==> config.mk <==
export PLATFORM = sky130hd
export DESIGN_NAME = numeric_literal_parser
export DESIGN_NICKNAME = d
export VERILOG_FILES = /design/src/rtl/nlp_pkg.sv /design/src/rtl/nlp_front.sv /design/src/rtl/nlp_queue.sv /design/src/rtl/nlp_back.sv /design/src/rtl/numeric_literal_parser.sv
export SDC_FILE = /design/constraint.sdc
export NUM_CORES = 1
export LEC_CHECK = 0
export ABC_CLOCK_PERIOD_IN_PS = 4170
export BUFFER_PORTS_ARGS = -buffer_cell sky130_fd_sc_hd__buf_4
export CORE_ASPECT_RATIO = 1.5
export CORE_MARGIN = 5
export CORE_UTILIZATION = 45
export DETAILED_ROUTE_END_ITERATION = 10
export HOLD_SLACK_MARGIN = 0.12
export RECOVER_POWER = 50
export SLEW_MARGIN = 30
export SYNTH_ARGS = -nofsm -noshare
export SYNTH_HDL_FRONTEND = slang
export SYNTH_SLANG_ARGS = --single-unit
==> constraint.sdc <==
create_clock -name clk -period 4.17 [get_ports clk]
set_input_delay 0.6255 -clock clk [delete_from_list [all_inputs] [get_ports clk]]
set_output_delay 0.6255 -clock clk [all_outputs]
set_load 0.01 [all_outputs]
==> src/rtl/nlp_pkg.sv <==
// Shared types, character codes and the digit decoder for the numeric literal parser.
// No dependencies; every other file in this folder imports it.
package nlp_pkg;

  localparam int unsigned ValueW = 32;

  localparam logic [7:0] CH_NUL   = 8'd0;
  localparam logic [7:0] CH_ZERO  = 8'd48;
  localparam logic [7:0] CH_NINE  = 8'd57;
  localparam logic [7:0] CH_MINUS = 8'd45;
  localparam logic [7:0] CH_X     = 8'd120;
  localparam logic [7:0] CH_LA    = 8'd97;
  localparam logic [7:0] CH_LF    = 8'd102;
  localparam logic [7:0] CH_UA    = 8'd65;
  localparam logic [7:0] CH_UF    = 8'd70;
  localparam logic [7:0] LOWER_OFFSET = 8'd87;
  localparam logic [7:0] UPPER_OFFSET = 8'd55;

  // Operation codes passed from the front end to the back end.
  localparam logic [2:0] OP_DIGIT = 3'd0;
  localparam logic [2:0] OP_NEG   = 3'd1;
  localparam logic [2:0] OP_HEX   = 3'd2;
  localparam logic [2:0] OP_FAIL  = 3'd3;
  localparam logic [2:0] OP_END   = 3'd4;

  typedef struct packed {
    logic [2:0] kind;
    logic       hex;
    logic [3:0] digit;
  } op_t;

  typedef struct packed {
    logic       ok;
    logic [3:0] val;
  } digit_t;

  function automatic digit_t digit_decode(input logic [7:0] c, input logic hex);
    digit_t d;
    logic [7:0] diff;
    d    = '0;
    diff = '0;
    if (c >= CH_ZERO && c <= CH_NINE) begin
      diff = c - CH_ZERO;
      d.ok = 1'b1;
    end else if (hex && c >= CH_LA && c <= CH_LF) begin
      diff = c - LOWER_OFFSET;
      d.ok = 1'b1;
    end else if (hex && c >= CH_UA && c <= CH_UF) begin
      diff = c - UPPER_OFFSET;
      d.ok = 1'b1;
    end
    d.val = diff[3:0];
    return d;
  endfunction

endpackage

==> src/rtl/nlp_front.sv <==
// Front end: accepts characters and classifies each into one back-end operation.
// Depends on nlp_pkg.
module nlp_front import nlp_pkg::*; (
  input  logic       clk,
  input  logic       rst,
  input  logic       take,
  input  logic [7:0] char_code,
  output op_t        op
);

  logic [1:0] char_position;
  logic       first_was_zero;
  logic       hex_mode;
  digit_t     dig;

  always_comb begin
    dig      = digit_decode(char_code, hex_mode);
    op.hex   = hex_mode;
    op.digit = dig.val;
    if (char_code == CH_NUL) begin
      op.kind = OP_END;
    end else if (char_position == 2'd0 && char_code == CH_MINUS) begin
      op.kind = OP_NEG;
    end else if (char_position == 2'd1 && first_was_zero && char_code == CH_X) begin
      op.kind = OP_HEX;
    end else if (char_position == 2'd2 && hex_mode && char_code == CH_MINUS) begin
      op.kind = OP_NEG;
    end else if (dig.ok) begin
      op.kind = OP_DIGIT;
    end else begin
      op.kind = OP_FAIL;
    end
  end

  always_ff @(posedge clk) begin
    if (rst) begin
      char_position  <= '0;
      first_was_zero <= 1'b0;
      hex_mode       <= 1'b0;
    end else if (take) begin
      if (op.kind == OP_END) begin
        char_position  <= '0;
        first_was_zero <= 1'b0;
        hex_mode       <= 1'b0;
      end else begin
        if (char_position != 2'd3) char_position <= char_position + 2'd1;
        if (char_position == 2'd0 && char_code == CH_ZERO) first_was_zero <= 1'b1;
        if (op.kind == OP_HEX) hex_mode <= 1'b1;
      end
    end
  end

endmodule

==> src/rtl/nlp_queue.sv <==
// Two-entry queue of operations between the front end and the back end.
// Depends on nlp_pkg.
module nlp_queue import nlp_pkg::*; (
  input  logic clk,
  input  logic rst,
  input  logic push,
  input  op_t  push_op,
  output logic full,
  input  logic pop,
  output logic head_valid,
  output op_t  head_op
);

  op_t        slot [2];
  logic       wr_ptr;
  logic       rd_ptr;
  logic [1:0] count;

  assign full       = (count == 2'd2);
  assign head_valid = (count != 2'd0);
  assign head_op    = slot[rd_ptr];

  always_ff @(posedge clk) begin
    if (push) slot[wr_ptr] <= push_op;
  end

  always_ff @(posedge clk) begin
    if (rst) begin
      wr_ptr <= 1'b0;
      rd_ptr <= 1'b0;
      count  <= '0;
    end else begin
      if (push) wr_ptr <= ~wr_ptr;
      if (pop)  rd_ptr <= ~rd_ptr;
      unique case ({push, pop})
        2'b10:   count <= count + 2'd1;
        2'b01:   count <= count - 2'd1;
        default: count <= count;
      endcase
    end
  end

endmodule

==> src/rtl/nlp_back.sv <==
// Back end: applies operations to the accumulator and holds the result register.
// Depends on nlp_pkg.
module nlp_back import nlp_pkg::*; (
  input  logic              clk,
  input  logic              rst,
  input  logic              head_valid,
  input  op_t               head_op,
  output logic              pop,
  output logic              value_valid,
  input  logic              value_stall,
  output logic [ValueW-1:0] value
);

  logic [ValueW-1:0] accumulator;
  logic [ValueW-1:0] accumulator_next;
  logic              is_negative;
  logic              has_failed;
  logic              out_free;
  logic              pop_end;
  logic [ValueW-1:0] result;
  logic [ValueW-1:0] digit_ext;

  assign out_free  = !value_valid || !value_stall;
  assign pop       = head_valid && (head_op.kind != OP_END || out_free);
  assign pop_end   = pop && head_op.kind == OP_END;
  assign digit_ext = {{(ValueW-4){1'b0}}, head_op.digit};
  assign result    = has_failed ? '0
                   : (is_negative ? (~accumulator + {{(ValueW-1){1'b0}}, 1'b1})
                                  : accumulator);

  always_comb begin
    if (head_op.hex) begin
      accumulator_next = {accumulator[ValueW-5:0], 4'b0000} + digit_ext;
    end else begin
      accumulator_next = {accumulator[ValueW-4:0], 3'b000}
                       + {accumulator[ValueW-2:0], 1'b0} + digit_ext;
    end
  end

  always_ff @(posedge clk) begin
    if (rst) begin
      accumulator <= '0;
      is_negative <= 1'b0;
      has_failed  <= 1'b0;
    end else if (pop) begin
      unique case (head_op.kind)
        OP_DIGIT: accumulator <= accumulator_next;
        OP_NEG:   is_negative <= 1'b1;
        OP_HEX:   accumulator <= '0;
        OP_FAIL:  has_failed  <= 1'b1;
        default: begin
          accumulator <= '0;
          is_negative <= 1'b0;
          has_failed  <= 1'b0;
        end
      endcase
    end
  end

  always_ff @(posedge clk) begin
    if (rst) begin
      value_valid <= 1'b0;
    end else if (pop_end) begin
      value_valid <= 1'b1;
    end else if (value_valid && !value_stall) begin
      value_valid <= 1'b0;
    end
  end

  always_ff @(posedge clk) begin
    if (pop_end) value <= result;
  end

  a_end_clears: assert property (@(posedge clk) disable iff (rst)
    pop_end |=> accumulator == '0 && !is_negative && !has_failed)
    else $error("state not cleared after terminator");

  a_no_overwrite: assert property (@(posedge clk) disable iff (rst)
    pop_end |-> out_free)
    else $error("result register overwritten while held");

  a_fail_zero: assert property (@(posedge clk) disable iff (rst)
    pop_end && has_failed |=> value_valid && value == '0)
    else $error("failed literal did not give zero");

endmodule

==> src/rtl/numeric_literal_parser.sv <==
// Top level of the numeric literal parser: front end, operation queue, back end.
// Depends on nlp_pkg, nlp_front, nlp_queue and nlp_back.
//
// The block takes one ASCII character per transfer on the char channel and, when the
// zero terminator arrives, returns the 32-bit signed value of the literal on the value
// channel. A leading "0x" selects hexadecimal (0-9, a-f, A-F) with an optional minus
// sign directly after it; otherwise the literal is decimal with an optional leading
// minus sign. Any invalid character, including bytes above 127, makes the result zero,
// as does an empty string. Arithmetic wraps modulo 2^32. One character is taken every
// clock cycle unless the queue is full: the front end classifies it in the cycle of its
// transfer, and the back end applies one operation per cycle, unless a terminator waits
// for the result register, updating the accumulator with shifts and adds. The
// terminator's operation passes through the queue to the back end, which loads the
// result register when it takes it. A two-entry queue and the result register let
// characters keep flowing while a result waits.
module numeric_literal_parser import nlp_pkg::*; (
  input  logic              clk,
  input  logic              rst,
  input  logic              char_valid,
  output logic              char_stall,
  input  logic [7:0]        char_code,
  output logic              value_valid,
  input  logic              value_stall,
  output logic signed [ValueW-1:0] value
);

  logic              take;
  logic              q_full;
  logic              q_pop;
  logic              q_valid;
  op_t               front_op;
  op_t               q_op;
  logic [ValueW-1:0] value_raw;

  // The front end stalls only when the queue is full.
  assign char_stall = q_full;
  assign take       = char_valid && !q_full;
  assign value      = signed'(value_raw);

  nlp_front u_front (
    .clk       (clk),
    .rst       (rst),
    .take      (take),
    .char_code (char_code),
    .op        (front_op)
  );

  nlp_queue u_queue (
    .clk        (clk),
    .rst        (rst),
    .push       (take),
    .push_op    (front_op),
    .full       (q_full),
    .pop        (q_pop),
    .head_valid (q_valid),
    .head_op    (q_op)
  );

  nlp_back u_back (
    .clk         (clk),
    .rst         (rst),
    .head_valid  (q_valid),
    .head_op     (q_op),
    .pop         (q_pop),
    .value_valid (value_valid),
    .value_stall (value_stall),
    .value       (value_raw)
  );

endmodule

# Yosys cells after proc, flatten, opt, wreduce, memory -nomap -nowiden

Memories as Yosys holds them, arrays and structs flattened. A register that Yosys moved wholly into a read port is not among the register bits.
Index checks and enable logic that the tools add are counted.

Add/sub/neg operators: 10
$lt $le $gt $ge: 6
Equality and inequality tests: 16
Muxes and demuxes: 29
Bitwise gates (word level): 6
Reduce and logical (&&, ||, !) cells: 38

Operators with widths:

| cell                    | number |
|---|---|
| $add A32 B4 Y32         | 2 |
| $mux W32                | 2 |
| $pmux W32 S2            | 1 |
| $add A32 B1 Y32 const B | 1 |
| $add A32 B32 Y32        | 1 |
| $not A32 Y32            | 1 |
| $eq A8 B6 Y1 const B    | 2 |
| $ge A8 B7 Y1 const B    | 2 |
| $le A8 B7 Y1 const B    | 2 |
| $logic_and A1 B1 Y1     | 15 |
| $mux W1                 | 13 |
| $mux W3                 | 4 |
| $mux W4                 | 3 |
| $reduce_and A2 Y1       | 6 |
| $reduce_bool A2 Y1      | 6 |
| $eq A3 B2 Y1 const B    | 3 |
| $eq A8 B7 Y1 const B    | 1 |
| $ge A8 B6 Y1 const B    | 1 |
| $le A8 B6 Y1 const B    | 1 |
| $logic_not A8 Y1        | 1 |
| $sub A4 B3 Y4 const B   | 2 |
| $eq A2 B2 Y1 const B    | 3 |
| $eq A3 B3 Y1 const B    | 2 |
| $mux W2                 | 3 |
| 16 further kinds        | 27 |

Bits in registers: 75
RAM bits: 16
Memories kept: 1

Memories:

| memory       | depth | width | read ports | clocked after Yosys merged registers in | write ports | RTL line        | text |
|---|---|---|---|---|---|---|---|
| u_queue.slot | 2     | 8     | 1          | 1                                       | 1           | nlp_queue.sv:14 | `op_t slot [2];` |

# Logic depth before layout (Yosys ltp)

Depth after elaboration: 14
Depth in mapped cells: 13
Gate-level depth less buffers: 12

# Hierarchy

Synthesis repeated with hierarchy kept, for this count alone.

Cells, all modules: 664
Area total of the unflattened synthesis: 6507.5 sq um

Modules (own cells, without submodules):

| module                 | instances | cells an instance | area an instance (sq um) | sequential area each (sq um) |
|---|---|---|---|---|
| nlp_back               | 1         | 552               | 5156.2                   | 1661.6 |
| nlp_queue              | 1         | 47                | 783.3                    | 580.6 |
| nlp_front              | 1         | 64                | 554.3                    | 80.1 |
| numeric_literal_parser | 1         | 1                 | 13.8                     | 0.0 |

# Worst setup path after synthesis

Ideal clock, no wire load.

Path type: flip-flop to flip-flop
Start point: register (tool-made name)
End point: register u_back.value[0], enable pin
Arrival time: 3.242 ns
Path slack: 0.467 ns
Stages on the path, launching flop included: 5
Clock period less this slack: 3.703 ns
Cell sequence: dfxtp_1 -> buf_2 -> nor3b_1 -> o21ai_0 -> nor3_1

RTL lines:

| what                 | RTL line       | text |
|---|---|---|
| end signal, assigned | nlp_back.sv:71 | `if (pop_end) value <= result;` |
| end, declared        | nlp_back.sv:11 | `output logic [ValueW-1:0] value` |

==> run metrics <==
die area 0.0171 mm2; post-layout min period 3.51 ns; vias in the first global route between 5k and 6k; M1 WL 6150 um; Clock Skew 0.00939 ns; most frequent cells in the layout 102 x nor2_1, 67 x ha_1, 60 x a21oi_1; PnR worst setup slack 0.656 ns; Mapped Avg Cell Area slightly below 9 um2; crit path max-delay cell type fa_1; nets 851; RSZ-0062 raised after global routing no; Worst path top cell family by delay compound AO/OA/AOI/OAI gates; Clock Sinks 92; share of layout cells above drive strength 1 7.36%; setup bufs post-CTS 0; dpl ws 0.703 ns; port buffer count 45; DRT iter0 DRCs 294; Starting Density 45.3%; synth unique cells 60; leakage between 0.002 and 0.003 uW; Final Hold Fails 0; gr usage total 21.6%; Vias/cell 5.96; chip height between 150 and 200 um; Worst Hold Class reg -> reg; metal2 WL 10500 um; final setup fails 0; Die X 108 um; Site Rows 54; WS Path Type reg -> reg; Main synth FF type edfxtp_1; Power Density about 320 mW/mm2; Hold Buf Count CTS 0; register area share after synthesis approximately 36%; CTS tree built; WP data required 4.46 ns; Fin Setup TNS 0 ns; cell mode on critical path ha_1; routed len/inst 19.0 um; area leader, netlist edfxtp_1; # fillers 1403; end of the critical path u_back.accumulator[24]$_SDFFE_PP0P_; count of state elements after synthesis between 90 and 100; CTS buffer count 9; IO Pins 46; initial antenna violation count 0; R2R Path End u_back.accumulator[24]$_SDFFE_PP0P_; Mapped Area 0.00653 mm2; Peak supply drop about 0.00028 V; CTS max path bufs 2; normalized max-slew margin about 27%; fin crit share between 80% and 90%; max_cap viols 0; Sequential Area 0.00232 mm2; htree depth 3; root buf cell clkbuf_16; Slew @ Worst Pin approximately 1.1 ns; most common cell after layout, fill and taps aside nor2_1; crit end category flip-flop; Pre-antenna DRT Iters 7; fraction of registers with async set/reset 0%; Clk Latency, worst-skew pair between 0.3 and 0.4 ns; Routed Antenna Nets 0; Antenna Cells 0; final WL 18400 um; startpoint types flip-flop; largest net degree at the start of global routing 44; vias 5780; first-pass GRT wire length roughly 29000 um; Post-CTS Resized 0; fmax 0.285 GHz; syn nets 817; DRC errors left 0; Gate Count Post-Synth 736; slowest stage delay, CP 0.39 ns; clk slew on worst S/H paths 0.07 ns; outcome finished, final reports clean; Core Region roughly 0.014 mm2; reg2reg setup slack 0.66 ns; Final Max Slew Viols 0; uppermost layer routed met4; WL met3 roughly 540 um; top-area cell type share of the netlist area 22.1%; top post-synthesis cells by area edfxtp_1 22%, dfxtp_1 13%, ha_1 13%; Max FO, Critical Path 10; cell-by-cell trace of the critical path buf_4 -> mux2_2 -> ha_1 -> ha_1 -> inv_1 -> fa_1 -> nand2b_1 -> a21oi_1 -> o21bai_1 -> o21ba_2 -> a211oi_1 -> mux2i_1 -> and3_1; grt ovf 0; multi-input logic area 0.00399 mm2; WP buf/inv 2; dpl hpwl 14400 um; routability-driven placement congestion ratio 0.957; CP Depth 13; Worst EP arrival roughly 3.8 ns; YS warnings 0; worst r2r path cells 13; Post-synth EDFFs 48; synth-to-layout area growth 11.1%
==> worst reg2reg max path: stages, from the launching register on <==
cell and delay, ns:
dfxtp_1 0.34, buf_4 0.19, mux2_2 0.37, ha_1 0.28
ha_1 0.18, inv_1 0.06, fa_1 0.39, nand2b_1 0.20
a21oi_1 0.30, o21bai_1 0.18, o21ba_2 0.26, a211oi_1 0.33
mux2i_1 0.22, and3_1 0.16
==> worst min path at each step <==
stage / start / cells past startpoint / slack (ns) / to
2_1_floorplan: u_front.first_was_zero$_SDFFE_PP0P_ / 2 / 0.45 / u_front.first_was_zero$_SDFFE_PP0P_
4_1_cts: u_front.first_was_zero$_SDFFE_PP0P_ / 2 / 0.50 / u_front.first_was_zero$_SDFFE_PP0P_
3_3_place_gp: u_front.first_was_zero$_SDFFE_PP0P_ / 2 / 0.48 / u_front.first_was_zero$_SDFFE_PP0P_
3_5_place_dp: u_front.first_was_zero$_SDFFE_PP0P_ / 2 / 0.49 / u_front.first_was_zero$_SDFFE_PP0P_
6_report: u_front.first_was_zero$_SDFFE_PP0P_ / 2 / 0.50 / u_front.first_was_zero$_SDFFE_PP0P_
5_1_grt: u_front.first_was_zero$_SDFFE_PP0P_ / 2 / 0.53 / u_front.first_was_zero$_SDFFE_PP0P_
==> cell usage after synthesis, types with 14 or more instances <==
master    number
a21oi_1       60
a22oi_1       17
clkbuf_1      34
dfxtp_1       44
edfxtp_1      48
ha_1          67
inv_1         23
nand2_1       52
nor2_1       102
nor3_1        14
o21ai_0       43
xnor2_1       16
xor2_1        41
==> layout make-up <==
class / count / share of cell area (%)
Multi-Input combinational cell: 585 / 55.0
Inverter: 23 / 1.19
Tap cell: 196 / 3.38
Timing Repair Buffer: 59 / 4.30
Clock inverter: 6 / 0.984
Clock buffer: 9 / 3.11
Sequential cell: 92 / 32.0
==> registers in the layout (all words and copies together), names as in the netlist, named ones only <==
signal,cells
u_front.hex_mode,1
u_back.value,32
u_queue.wr_ptr,1
u_queue.rd_ptr,1
u_back.is_negative,1
u_front.char_position,2
u_queue.count,2
u_front.first_was_zero,1
u_back.accumulator,32
u_back.value_valid,1
u_queue.slot,16
u_back.has_failed,1
==> per-stage QoR <==
stage / hold slack (ns) / util, % / instances / cell area, um2 / power [uW]
final: 0.498 / 50.4 / 970 / 7250 / 2330
after global placement: 0.477 / 49.2 / 955 / 7080 / 1510
after detailed placement: 0.487 / 49.2 / 955 / 7080 / 1530
after global routing: 0.530 / 50.4 / 970 / 7250 / 2430
after CTS: 0.503 / 51.3 / 970 / 7380 / 2350
after floorplan: 0.451 / - / 736 / 6530 / 1380
==> routing by layer <==
layer / vias to the layer above / global-route usage (%)
met5: - / 0
met2: 173 / 44.1
met4: 0 / 13.7
met3: 63 / 2.91
met1: 2762 / 19.1
li1: 2782 / -
==> where the power goes <==
group          switching (uW)  leakage (uW)  internal [uW]
Clock                     364      0.000139            467
Combinational             287       0.00204            153
Sequential               66.5      0.000799            997
Total                     717       0.00298           1620
==> logic make-up after synthesis <==
| family | share of synthesized area [%] |
|---|---|
| multiplexers | 2.11 |
| flip-flops | 35.6 |
| adder cells (fa/ha/maj) | 13.5 |
| XOR/XNOR | 7.65 |
| AND/OR/NAND/NOR | 17.5 |
| AO/OA/AOI/OAI | 20.3 |
| buffers and inverters | 3.41 |
Note: power is estimated with default switching activity, not from simulation.
